$ cat config.mk
export PLATFORM = sky130hd
export DESIGN_NAME = segment_throughput_moving_average
export DESIGN_NICKNAME = d
export VERILOG_FILES = /design/src/hdl/smavg_pkg.sv /design/src/hdl/smavg_seq.sv /design/src/hdl/smavg_dp.sv /design/src/hdl/segment_throughput_moving_average.sv
export SDC_FILE = /design/constraint.sdc
export NUM_CORES = 1
export LEC_CHECK = 0
export BUFFER_PORTS_ARGS = -buffer_cell sky130_fd_sc_hd__buf_2
export CORE_MARGIN = 2
export CORE_UTILIZATION = 56
export DETAILED_ROUTE_END_ITERATION = 8
export HOLD_SLACK_MARGIN = 0.12
export PLACE_DENSITY = 0.77
export SKIP_CTS_REPAIR_TIMING = 1
export SLEW_MARGIN = 20
export SYNTH_ARGS = -nofsm -noshare
export SYNTH_HDL_FRONTEND = slang
export SYNTH_SLANG_ARGS = --single-unit
export TNS_END_PERCENT = 100
$ cat constraint.sdc
create_clock -name clk -period 14.52 [get_ports clk]
set_input_delay 2.904 -clock clk [delete_from_list [all_inputs] [get_ports clk]]
set_output_delay 2.904 -clock clk [all_outputs]
set_load 0.005 [all_outputs]
$ cat src/hdl/smavg_pkg.sv
`timescale 1ns / 1ps
// ----------------------------------------------------------------------------
// smavg_pkg
// shared widths, microcode encodings, control program and helper functions
// for the segment throughput moving average block
// ----------------------------------------------------------------------------
package smavg_pkg;

  // field widths
  localparam int IDX_W  = 16;
  localparam int BYTE_W = 24;
  localparam int TIME_W = 48;
  localparam int EST_W  = 47;
  localparam int CASE_W = 2;

  // history window
  localparam int WINDOW = 5;
  localparam int SLOT_W = (WINDOW > 1) ? $clog2(WINDOW) : 1;
  localparam int CNT_W  = $clog2(WINDOW + 1);

  // rate arithmetic: bits = bytes * 1e6 * 8
  localparam int US_W       = 20;
  localparam int PROD_W     = BYTE_W + US_W;
  localparam int BYTE_SHIFT = 3;
  localparam logic [US_W-1:0] US_PER_S = US_W'(1000000);

  // shared divider: dividend wide enough for the window sum
  localparam int SUM_W  = EST_W + SLOT_W;
  localparam int DIV_ITERS = SUM_W;
  localparam int ITER_W = $clog2(DIV_ITERS);

  // decision codes
  localparam logic [CASE_W-1:0] CASE_FIRST   = 2'd0;
  localparam logic [CASE_W-1:0] CASE_PARTIAL = 2'd1;
  localparam logic [CASE_W-1:0] CASE_FULL    = 2'd2;

  // datapath operations
  typedef logic [3:0] op_t;
  localparam op_t OP_NOP   = 4'd0;
  localparam op_t OP_LOAD  = 4'd1;
  localparam op_t OP_RATE  = 4'd2;
  localparam op_t OP_DIV   = 4'd3;
  localparam op_t OP_STORE = 4'd4;
  localparam op_t OP_ACC   = 4'd5;
  localparam op_t OP_MEAN  = 4'd6;
  localparam op_t OP_OUT   = 4'd7;
  localparam op_t OP_OUTZ  = 4'd8;

  // jump conditions
  typedef logic [2:0] cond_t;
  localparam cond_t C_NEVER   = 3'd0;
  localparam cond_t C_NOACC   = 3'd1;
  localparam cond_t C_IDXZ    = 3'd2;
  localparam cond_t C_CNTNZ   = 3'd3;
  localparam cond_t C_MORE    = 3'd4;
  localparam cond_t C_OUTFULL = 3'd5;

  // program steps
  typedef logic [3:0] step_t;
  localparam step_t S_WAIT  = 4'd0;
  localparam step_t S_CHK   = 4'd1;
  localparam step_t S_RATE  = 4'd2;
  localparam step_t S_RDIV  = 4'd3;
  localparam step_t S_STORE = 4'd4;
  localparam step_t S_ACC   = 4'd5;
  localparam step_t S_MLOAD = 4'd6;
  localparam step_t S_MDIV  = 4'd7;
  localparam step_t S_OUT   = 4'd8;
  localparam step_t S_ZERO  = 4'd9;
  localparam step_t S_LAST  = S_ZERO;

  typedef struct packed {
    op_t   op;
    cond_t cond;
    step_t target;
    logic  fin;     // fall through to the wait step instead of step + 1
  } ctrl_t;

  typedef struct packed {
    logic idx_zero;
    logic cnt_nz;
    logic acc_more;
    logic win_full;
  } dp_flags_t;

  typedef struct packed {
    logic      accept;
    logic      out_full;
    dp_flags_t dp;
  } status_t;

  // control store
  function automatic ctrl_t ucode_rom(input step_t step);
    ctrl_t cw;
    cw = '{op: OP_NOP, cond: C_NEVER, target: S_WAIT, fin: 1'b1};
    case (step)
      S_WAIT:  cw = '{op: OP_LOAD,  cond: C_NOACC,   target: S_WAIT,  fin: 1'b0};
      S_CHK:   cw = '{op: OP_NOP,   cond: C_IDXZ,    target: S_ZERO,  fin: 1'b0};
      S_RATE:  cw = '{op: OP_RATE,  cond: C_NEVER,   target: S_WAIT,  fin: 1'b0};
      S_RDIV:  cw = '{op: OP_DIV,   cond: C_CNTNZ,   target: S_RDIV,  fin: 1'b0};
      S_STORE: cw = '{op: OP_STORE, cond: C_NEVER,   target: S_WAIT,  fin: 1'b0};
      S_ACC:   cw = '{op: OP_ACC,   cond: C_MORE,    target: S_ACC,   fin: 1'b0};
      S_MLOAD: cw = '{op: OP_MEAN,  cond: C_NEVER,   target: S_WAIT,  fin: 1'b0};
      S_MDIV:  cw = '{op: OP_DIV,   cond: C_CNTNZ,   target: S_MDIV,  fin: 1'b0};
      S_OUT:   cw = '{op: OP_OUT,   cond: C_OUTFULL, target: S_OUT,   fin: 1'b1};
      S_ZERO:  cw = '{op: OP_OUTZ,  cond: C_OUTFULL, target: S_ZERO,  fin: 1'b1};
      default: cw = '{op: OP_NOP,   cond: C_NEVER,   target: S_WAIT,  fin: 1'b1};
    endcase
    return cw;
  endfunction

  // clamp a divider result to the estimate field
  function automatic logic [EST_W-1:0] sat_est(input logic [SUM_W-1:0] v);
    if (|v[SUM_W-1:EST_W]) begin
      return '1;
    end
    return v[EST_W-1:0];
  endfunction

endpackage

$ cat src/hdl/smavg_seq.sv
`timescale 1ns / 1ps
// ----------------------------------------------------------------------------
// smavg_seq
// step counter and control store; picks the next step from the jump
// condition of the current control word
// ----------------------------------------------------------------------------
module smavg_seq
  import smavg_pkg::*;
(
  input  logic    clk,
  input  logic    rst_n,
  input  status_t status,
  output op_t     op,
  output logic    idle
);

  step_t step_r;
  step_t step_nxt;
  ctrl_t cw;
  logic  take;

  assign cw   = ucode_rom(step_r);
  assign op   = cw.op;
  assign idle = (step_r == S_WAIT);

  always_comb begin
    case (cw.cond)
      C_NEVER:   take = 1'b0;
      C_NOACC:   take = !status.accept;
      C_IDXZ:    take = status.dp.idx_zero;
      C_CNTNZ:   take = status.dp.cnt_nz;
      C_MORE:    take = status.dp.acc_more;
      C_OUTFULL: take = status.out_full;
      default:   take = 1'b0;
    endcase
  end

  always_comb begin
    if (take) begin
      step_nxt = cw.target;
    end else if (cw.fin) begin
      step_nxt = S_WAIT;
    end else begin
      step_nxt = step_r + step_t'(1);
    end
  end

  always_ff @(posedge clk) begin
    if (!rst_n) begin
      step_r <= S_WAIT;
    end else begin
      step_r <= step_nxt;
    end
  end

  // the program counter stays inside the control store
  a_step_range: assert property (@(posedge clk) disable iff (!rst_n)
    step_r <= S_LAST)
    else $error("step counter left the program");

endmodule

$ cat src/hdl/smavg_dp.sv
`timescale 1ns / 1ps
// ----------------------------------------------------------------------------
// smavg_dp
// datapath: operand latches, rate multiplier, shared restoring divider,
// throughput history ring and window accumulator
// ----------------------------------------------------------------------------
module smavg_dp
  import smavg_pkg::*;
(
  input  logic              clk,
  input  logic              rst_n,
  input  op_t               op,
  input  logic              accept,
  input  logic [IDX_W-1:0]  in_segment_index,
  input  logic [BYTE_W-1:0] in_segment_bytes,
  input  logic [TIME_W-1:0] in_start_time_us,
  input  logic [TIME_W-1:0] in_end_time_us,
  output dp_flags_t         flags,
  output logic [EST_W-1:0]  result
);

  // operand latches
  logic              idx_zero_r;
  logic [BYTE_W-1:0] bytes_r;
  logic [TIME_W-1:0] start_r;
  logic [TIME_W-1:0] end_r;

  // divider
  logic [SUM_W-1:0]  q_r;
  logic [TIME_W-1:0] r_r;
  logic [TIME_W-1:0] d_r;
  logic [ITER_W-1:0] iter_r;

  // history and window sum
  logic [EST_W-1:0]  hist [WINDOW];
  logic [CNT_W-1:0]  cnt_r;
  logic [SLOT_W-1:0] slot_r;
  logic [SLOT_W-1:0] rd_r;
  logic [SUM_W-1:0]  sum_r;

  logic [PROD_W-1:0] prod;
  logic [EST_W-1:0]  bits;
  logic [TIME_W-1:0] dur;
  logic [TIME_W-1:0] dvsr;
  logic [TIME_W:0]   rs;
  logic [TIME_W:0]   diff;
  logic              ge;
  logic [CNT_W-1:0]  rd_inc;
  logic [EST_W-1:0]  rate_sat;

  assign prod = PROD_W'(bytes_r) * PROD_W'(US_PER_S);
  assign bits = {prod, BYTE_SHIFT'(0)};
  assign dur  = end_r - start_r;
  assign dvsr = (dur == '0) ? TIME_W'(1) : dur;

  // one restoring step
  assign rs   = {r_r, q_r[SUM_W-1]};
  assign diff = rs - {1'b0, d_r};
  assign ge   = (rs >= {1'b0, d_r});

  assign rd_inc   = CNT_W'(rd_r) + CNT_W'(1);
  assign rate_sat = sat_est(q_r);
  assign result   = rate_sat;

  assign flags.idx_zero = idx_zero_r;
  assign flags.cnt_nz   = (iter_r != '0);
  assign flags.acc_more = (rd_inc < cnt_r);
  assign flags.win_full = (cnt_r == CNT_W'(WINDOW));

  // payload registers
  always_ff @(posedge clk) begin
    case (op)
      OP_LOAD: begin
        if (accept) begin
          idx_zero_r <= (in_segment_index == '0);
          bytes_r    <= in_segment_bytes;
          start_r    <= in_start_time_us;
          end_r      <= in_end_time_us;
        end
      end
      OP_RATE: begin
        q_r <= SUM_W'(bits);
        r_r <= '0;
        d_r <= dvsr;
      end
      OP_DIV: begin
        q_r <= {q_r[SUM_W-2:0], ge};
        r_r <= ge ? diff[TIME_W-1:0] : rs[TIME_W-1:0];
      end
      OP_STORE: begin
        hist[slot_r] <= rate_sat;
        sum_r        <= '0;
        rd_r         <= '0;
      end
      OP_ACC: begin
        sum_r <= sum_r + SUM_W'(hist[rd_r]);
        rd_r  <= rd_inc[SLOT_W-1:0];
      end
      OP_MEAN: begin
        q_r <= sum_r;
        r_r <= '0;
        d_r <= TIME_W'(cnt_r);
      end
      default: begin
      end
    endcase
  end

  // control registers
  always_ff @(posedge clk) begin
    if (!rst_n) begin
      cnt_r  <= '0;
      slot_r <= '0;
      iter_r <= '0;
    end else begin
      case (op)
        OP_RATE, OP_MEAN: iter_r <= ITER_W'(DIV_ITERS - 1);
        OP_DIV:           iter_r <= iter_r - ITER_W'(1);
        OP_STORE: begin
          slot_r <= (slot_r == SLOT_W'(WINDOW - 1)) ? '0 : slot_r + SLOT_W'(1);
          if (cnt_r < CNT_W'(WINDOW)) begin
            cnt_r <= cnt_r + CNT_W'(1);
          end
        end
        default: begin
        end
      endcase
    end
  end

  // fill level and write slot stay in range
  a_ring_range: assert property (@(posedge clk) disable iff (!rst_n)
    cnt_r <= CNT_W'(WINDOW) && CNT_W'(slot_r) < CNT_W'(WINDOW))
    else $error("history ring pointers out of range");

  // until the window fills, the ring writes the next free slot
  a_fill_order: assert property (@(posedge clk) disable iff (!rst_n)
    cnt_r < CNT_W'(WINDOW) |-> CNT_W'(slot_r) == cnt_r)
    else $error("write slot out of step with fill level");

endmodule

$ cat src/hdl/segment_throughput_moving_average.sv
`timescale 1ns / 1ps
// ----------------------------------------------------------------------------
// segment_throughput_moving_average
// per-segment throughput (8 * bytes * 1e6 / duration) averaged over the
// last WINDOW segments, run by a microcoded sequencer over a shared divider
// ----------------------------------------------------------------------------
//
//  channel  direction  handshake          payload
//  in_      input      in_valid/in_stall  segment_index, segment_bytes,
//                                         start_time_us, end_time_us
//  out_     output     out_valid/out_stall estimate_bps, decision_case
//
//  a segment with nonzero index runs two 50-step passes of the one restoring
//  divider, one for its rate and one for the mean of the values in the window
//  (up to 5), before its result register is loaded; a segment with index zero
//  skips the divider and goes straight to the result register
//  in_stall is high from acceptance until the program returns to its wait step
//  synchronous active-low reset clears the program counter, fill level, write
//  slot and result valid; history contents are not cleared
//  a stalled result holds the program at its output step
//
module segment_throughput_moving_average
  import smavg_pkg::*;
(
  input  logic              clk,
  input  logic              rst_n,
  input  logic              in_valid,
  output logic              in_stall,
  input  logic [IDX_W-1:0]  in_segment_index,
  input  logic [BYTE_W-1:0] in_segment_bytes,
  input  logic [TIME_W-1:0] in_start_time_us,
  input  logic [TIME_W-1:0] in_end_time_us,
  output logic              out_valid,
  input  logic              out_stall,
  output logic [EST_W-1:0]  out_estimate_bps,
  output logic [CASE_W-1:0] out_decision_case
);

  op_t              op;
  logic             idle;
  logic             accept;
  status_t          status;
  dp_flags_t        flags;
  logic [EST_W-1:0] result;

  // result register
  logic              out_valid_r;
  logic              out_valid_nxt;
  logic [EST_W-1:0]  est_r;
  logic [CASE_W-1:0] case_r;
  logic              out_full;
  logic              out_load;

  // the program only takes a transaction at its wait step
  assign in_stall = !idle;
  assign accept   = in_valid && idle;

  // result register busy: still holding an unread transaction
  assign out_full = out_valid_r && out_stall;
  assign out_load = ((op == OP_OUT) || (op == OP_OUTZ)) && !out_full;

  assign status.accept   = accept;
  assign status.out_full = out_full;
  assign status.dp       = flags;

  smavg_seq u_seq (
    .clk    (clk),
    .rst_n  (rst_n),
    .status (status),
    .op     (op),
    .idle   (idle)
  );

  smavg_dp u_dp (
    .clk              (clk),
    .rst_n            (rst_n),
    .op               (op),
    .accept           (accept),
    .in_segment_index (in_segment_index),
    .in_segment_bytes (in_segment_bytes),
    .in_start_time_us (in_start_time_us),
    .in_end_time_us   (in_end_time_us),
    .flags            (flags),
    .result           (result)
  );

  always_comb begin
    if (out_load) begin
      out_valid_nxt = 1'b1;
    end else if (out_stall) begin
      out_valid_nxt = out_valid_r;
    end else begin
      out_valid_nxt = 1'b0;
    end
  end

  always_ff @(posedge clk) begin
    if (!rst_n) begin
      out_valid_r <= 1'b0;
    end else begin
      out_valid_r <= out_valid_nxt;
    end
  end

  // estimate and decision, zero for a first-segment report
  always_ff @(posedge clk) begin
    if (out_load) begin
      if (op == OP_OUTZ) begin
        est_r  <= '0;
        case_r <= CASE_FIRST;
      end else begin
        est_r  <= result;
        case_r <= flags.win_full ? CASE_FULL : CASE_PARTIAL;
      end
    end
  end

  assign out_valid         = out_valid_r;
  assign out_estimate_bps  = est_r;
  assign out_decision_case = case_r;

  // one item at a time: a taken transaction closes the input
  a_busy_after_accept: assert property (@(posedge clk) disable iff (!rst_n)
    accept |=> in_stall)
    else $error("input still open after a transaction");

  // a first-segment report always carries a zero estimate
  a_first_zero: assert property (@(posedge clk) disable iff (!rst_n)
    out_valid && out_decision_case == CASE_FIRST |-> out_estimate_bps == '0)
    else $error("first-segment result with nonzero estimate");

  // a result is never loaded over one that is still waiting
  a_no_overwrite: assert property (@(posedge clk) disable iff (!rst_n)
    out_full |-> !out_load)
    else $error("result register overwritten while stalled");

endmodule

After elaboration in Yosys (flattened, before gate mapping)
Memories as Yosys holds them, arrays and structs flattened. A register that Yosys moved wholly into a read port is not among the register bits.
Cells that the tools add are included.
Storage, ports and cells
  register bits after elaboration: 386
  RAM bits: 235
  memory bits (read-only): 192
  bits of input ports: 140
  output and inout bits: 51
  memories kept: 2
Operators by class
  add/sub/neg operators: 8
  $mul: 1
  order comparisons: 3
  equality and inequality tests: 16
  mux-type cells: 22
  reductions and logical operators: 19
Memories
  u_dp.hist: depth 5, bits a word 47, rd ports 1, clocked after Yosys merged registers in 1, write ports 1, RTL line smavg_dp.sv:35  | logic [EST_W-1:0] hist [WINDOW];
  (name not given): depth 16, bits a word 12, rd ports 1, clocked after Yosys merged registers in 1, write ports 0, RTL line smavg_pkg.sv:96  | case (step)
Operators by type and width (number)
  one-hot mux 48 bit (2 select lines): 2
  one-hot mux 50 bit (3 select lines): 1
  one-hot mux 50 bit (2 select lines): 1
  two-way mux 48 bit: 2
  subtractor 48 bit: 2
  two-way mux 47 bit: 2
  adder 50 x 47 -> 50 bit: 1
  >= comparator 49 x 48 -> 1 bit: 1
  zero test 48 bit: 1
  multiplier 24 x 14 -> 38 bit (second input constant): 1
  equality test 4 x 3 -> 1 bit (second input constant): 4
  zero test 16 bit: 1
  equality test 3 bit (second input constant): 4
  two-way mux 4 bit: 3
  one-hot mux 6 bit (2 select lines): 1
  adder 3 x 1 -> 3 bit (second input constant): 3
  equality test 4 x 2 -> 1 bit (second input constant): 2
  equality test 3 x 2 -> 1 bit (second input constant): 2
  two-way mux 3 bit: 2
  one-hot mux 3 bit (2 select lines): 1
  nonzero test 2 bit: 3
  nonzero test 6 bit: 1
  subtractor 6 x 1 -> 6 bit (second input constant): 1
  two-way mux 1 bit: 5
  other kinds (17): 22

Depth between registers and ports, before layout
  word-level depth: 6
  depth in mapped cells: 24

By module
From an unflattened synthesis, not the netlist that was laid out.
Second synthesis, totals
  cell total of the unflattened synthesis: 3196
  area, all modules: 38029.0 um2
Modules (own cells, without submodules)
  smavg_dp: times used 1, cells each 2993, area an instance 35118.7 um2, sequential area each 16966.3 um2
  segment_throughput_moving_average: times used 1, cells each 113, area an instance 2037.0 um2, sequential area each 1491.4 um2
  smavg_seq: times used 1, cells each 90, area an instance 873.3 um2, sequential area each 320.3 um2

Worst setup path before layout
OpenSTA, ideal clock, no wires.
  kind: input -> register
  from: in in_valid
  to: reg u_dp.bytes_r[0] (enable)
  library setup time: 898 ps
  arrival: 14386 ps
  required time: 13622 ps
  slack: -765 ps
  cell stages on the path: 2
  buffers on the path: 0
  cells stage by stage: nand3_1 -> nor4_1
On the way
  cells in the longest elaborated chain, start to end: 2
RTL lines
  start, declared: RTL line segment_throughput_moving_average.sv:27  | input logic in_valid,
  logical AND 1 bit: RTL line segment_throughput_moving_average.sv:56  | assign accept = in_valid && idle;
  AND reduction 2 bit (no line)
  end signal, assigned: RTL line smavg_dp.sv:76  | bytes_r <= in_segment_bytes;
  end, declared: RTL line smavg_dp.sv:24  | logic [BYTE_W-1:0] bytes_r;
Every way passes these cells.
A chain may end at the register's enable or synchronous reset.

Worst setup path in the final report
  from: reg u_dp.bytes_r[1]
  to: reg u_dp.q_r[46] (data pin)
On the way
  cells in the longest elaborated chain, start to end: 2
RTL lines
  multiplier 24 x 14 -> 38 bit: RTL line smavg_dp.sv:51  | assign prod = PROD_W'(bytes_r) * PROD_W'(US_PER_S);
  one-hot mux 50 bit (3 select lines): RTL line smavg_dp.sv:72  | case (op)
  end signal, assigned: RTL line smavg_dp.sv:82  | q_r <= SUM_W'(bits);
  end signal, assigned: RTL line smavg_dp.sv:87  | q_r <= {q_r[SUM_W-2:0], ge};
  end signal, assigned: RTL line smavg_dp.sv:100  | q_r <= sum_r;
  end, declared: RTL line smavg_dp.sv:29  | logic [SUM_W-1:0] q_r;
Every way passes these cells.

==> flow_metrics.env <==
export IMPL_yosys_warnings=0
export IMPL_syn_instance_count=3136
export IMPL_ioPinCount=191
export IMPL_ys_seq_area_share_pct=50.5
export IMPL_crit_arrival_ps=7070
export IMPL_num_rows=94
export IMPL_hold_violations=0
export IMPL_drt_wl_total_mm=83.8
export IMPL_drc_errors=0
export IMPL_synthFlopType="edfxtp_1"
export IMPL_setup_viol=0
export IMPL_ys_top_cells_by_area="edfxtp_1 49%, ha_1 9.6%, fa_1 5.3%"
export IMPL_grt_max_degree=94
export IMPL_cp_common_cell="fa_1"
export IMPL_rsz0062_at_grt="false"
export IMPL_fin_crit_ps=6600
export IMPL_worst_pin_slew_ps=1030
export IMPL_post_drt_wl_per_cell_um=19.7
export IMPL_clock_latency_ps=630
export IMPL_clock_tree_root_cell="clkbuf_16"
export IMPL_drv_slew=0
export IMPL_grt_pass1_vias=24400
export IMPL_register_area_um2=18800
export IMPL_critPathRequiredTime_ps=14990
export IMPL_slew_limit_headroom_pct=30.9
export IMPL_synth_edf_count=604
export IMPL_hold_class="flip-flop to flip-flop"
export IMPL_grt_usage_pct=24.7
export IMPL_ys_types=89
export IMPL_synth_area_um2=37200
export IMPL_synth_top_area_share_pct=48.7
export IMPL_die_w_um=262
export IMPL_nets=3851
export IMPL_dr_pass1_iters=6
export IMPL_cts_buffers=69
export IMPL_cts_tree="done"
export IMPL_crit_chain="inv_1 > fa_1 > inv_1 > fa_1 > fa_1 > fa_1 > ha_1 > inv_1 > fa_1 > inv_1 > ha_1 > a21o_1 > a21oi_1 > o21bai_1 > a41o_1 > or2_1 > a21oi_1 > a311oi_1 > a41oi_2 > a21oi_1 > or4_1 > nand3_1"
export IMPL_cts_path_max_buffers=3
export IMPL_fin_cells=4248
export IMPL_via_count=25000
export IMPL_via_per_inst=5.89
export IMPL_endpoint_kind="flip-flop"
export IMPL_critical_path_class="flip-flop to flip-flop"
export IMPL_layout_commonest_cell="edfxtp_1"
export IMPL_dieArea_um2=68500
export IMPL_cpMaxStageDelayCell="fa_1"
export IMPL_setup_tns_ps=0
export IMPL_cp_slowest_stage_delay_ps=570
export IMPL_syn2layout_area_growth_pct=11.3
export IMPL_ant_nets=0
export IMPL_dp_hpwl_mm=58.5
export IMPL_die_h_um=262
export IMPL_async_flop_share_pct=0
export IMPL_syn_nets=3659
export IMPL_fmax_mhz=152
export IMPL_h_tree_depth=3
export IMPL_port_buffers=190
export IMPL_drtIter0Drc=2230
export IMPL_clk_pin_slew_ps=60
export IMPL_fill_cells=4961
export IMPL_drv_cap=0
export IMPL_syn_avg_cell_area_um2=11.9
export IMPL_yosysTopAreaCell="edfxtp_1"
export IMPL_fin_crit_sh_pct=45.4
export IMPL_antenna_found_initial=10
export IMPL_status="complete, no violations"
export IMPL_place_congestion=0.909
export IMPL_clock_sinks=636
export IMPL_cp_start_kind="flip-flop"
export IMPL_multi_input_area_um2=16900
export IMPL_core_area_um2=65700
export IMPL_final_cell_mix="604 x edfxtp_1, 325 x inv_1, 307 x nor2_1, 285 x ha_1, 190 x buf_2"
export IMPL_final_core_util_pct=63.0
export IMPL_drive_above_1_share_pct=13.6
export IMPL_start_util_pct=56.6
export IMPL_clock_skew_ps=43.4
export IMPL_grt_ovfl_total=0
export IMPL_ys_seq_elements=636
export IMPL_cp_max_fo=6
export IMPL_dp_cells=4121
export IMPL_grt_pass1_wl_mm=132
[Yosys cell counts, types with 38 or more instances]
| master | instances |
|---|---|
| xnor2_1 | 90 |
| ha_1 | 285 |
| edfxtp_1 | 604 |
| fa_1 | 98 |
| mux2_2 | 48 |
| nor2_1 | 308 |
| nand3_1 | 44 |
| clkbuf_1 | 75 |
| mux2i_1 | 42 |
| xor2_1 | 63 |
| o21ai_0 | 132 |
| a21oi_1 | 181 |
| a21o_1 | 94 |
| mux4_2 | 47 |
| inv_1 | 326 |
| nand2_1 | 139 |
| a22oi_1 | 38 |
[through the flow]
step | hold WS, ps | instance area (um^2) | setup WS (ps)
2_1_floorplan | 441 | 37200 | 4370
5_1_grt | 491 | 41400 | 7530
3_5_place_dp | 469 | 39100 | 7990
3_3_place_gp | 458 | 39100 | 8100
6_report | 478 | 41400 | 7920
4_1_cts | 480 | 41400 | 7960
[critical path, delay by kind of cell (launching register included)]
family	cells	cell delay, ps
flip-flops	1	480
buffers and inverters	4	260
AND/OR/NAND/NOR	3	770
AO/OA/AOI/OAI	8	1740
adder cells (fa/ha/maj)	7	3190
[final timing paths]
check | from | end | slack (ps) | cells past startpoint
worst max register to register | u_dp.bytes_r[1]$_DFFE_PP_ | u_dp.q_r[46]$_DFFE_PP_ | 7920 | 22
worst min register to register | u_dp.rd_r[1]$_DFFE_PN_ | flip-flop | 480 | 1
worst max-delay path | u_dp.bytes_r[1]$_DFFE_PP_ | u_dp.q_r[46]$_DFFE_PP_ | 7920 | 22
worst min-delay path | u_dp.rd_r[1]$_DFFE_PN_ | flip-flop | 480 | 1
[routing by layer]
layer	up-vias	part of all wire (%)	track usage (%)
li1	11800	-	-
met1	12200	45	35.6
met2	896	45	38.4
met3	123	8.3	5.25
met4	6	2.1	6.30
met5	-	0.11	0.625
[cell type report]
class                   instances  area share (%)
clock buffers                  79            4.31
clock inverters                44            1.13
inverters                     328            2.98
multi-input cells            2078            40.8
flip-flops and latches        636            45.4
well taps                     864            2.61
repair buffers                215            2.76
diodes                          4          0.0242
[flip-flops by register name (all words and copies together) (netlist names), 2 cells and up, named ones only]
name / cells
u_seq.cw: 12
u_dp.rd_r: 3
u_dp.r_r: 48
u_dp.end_r: 48
u_dp.q_r: 50
u_dp.hist: 235
u_dp.d_r: 48
out_estimate_bps: 47
out_decision_case: 2
u_dp.cnt_r: 3
u_dp.sum_r: 50
u_dp.slot_r: 3
u_seq.step_r: 4
u_dp.bytes_r: 24
u_dp.iter_r: 6
u_dp.start_r: 48
[kinds of logic after synthesis]
kind of cell    Yosys count  synth area share, %
simple gates            732                 9.23
compound gates          673                 12.1
flops                   636                 50.5
buf+inv                 422                 4.36
fa+ha+maj               383                 14.9
xor+xnor                153                 3.60
mux                     137                 5.43
Power is not shown: default switching activity piles up to over one toggle a cycle in this logic, so the estimate is an artifact.
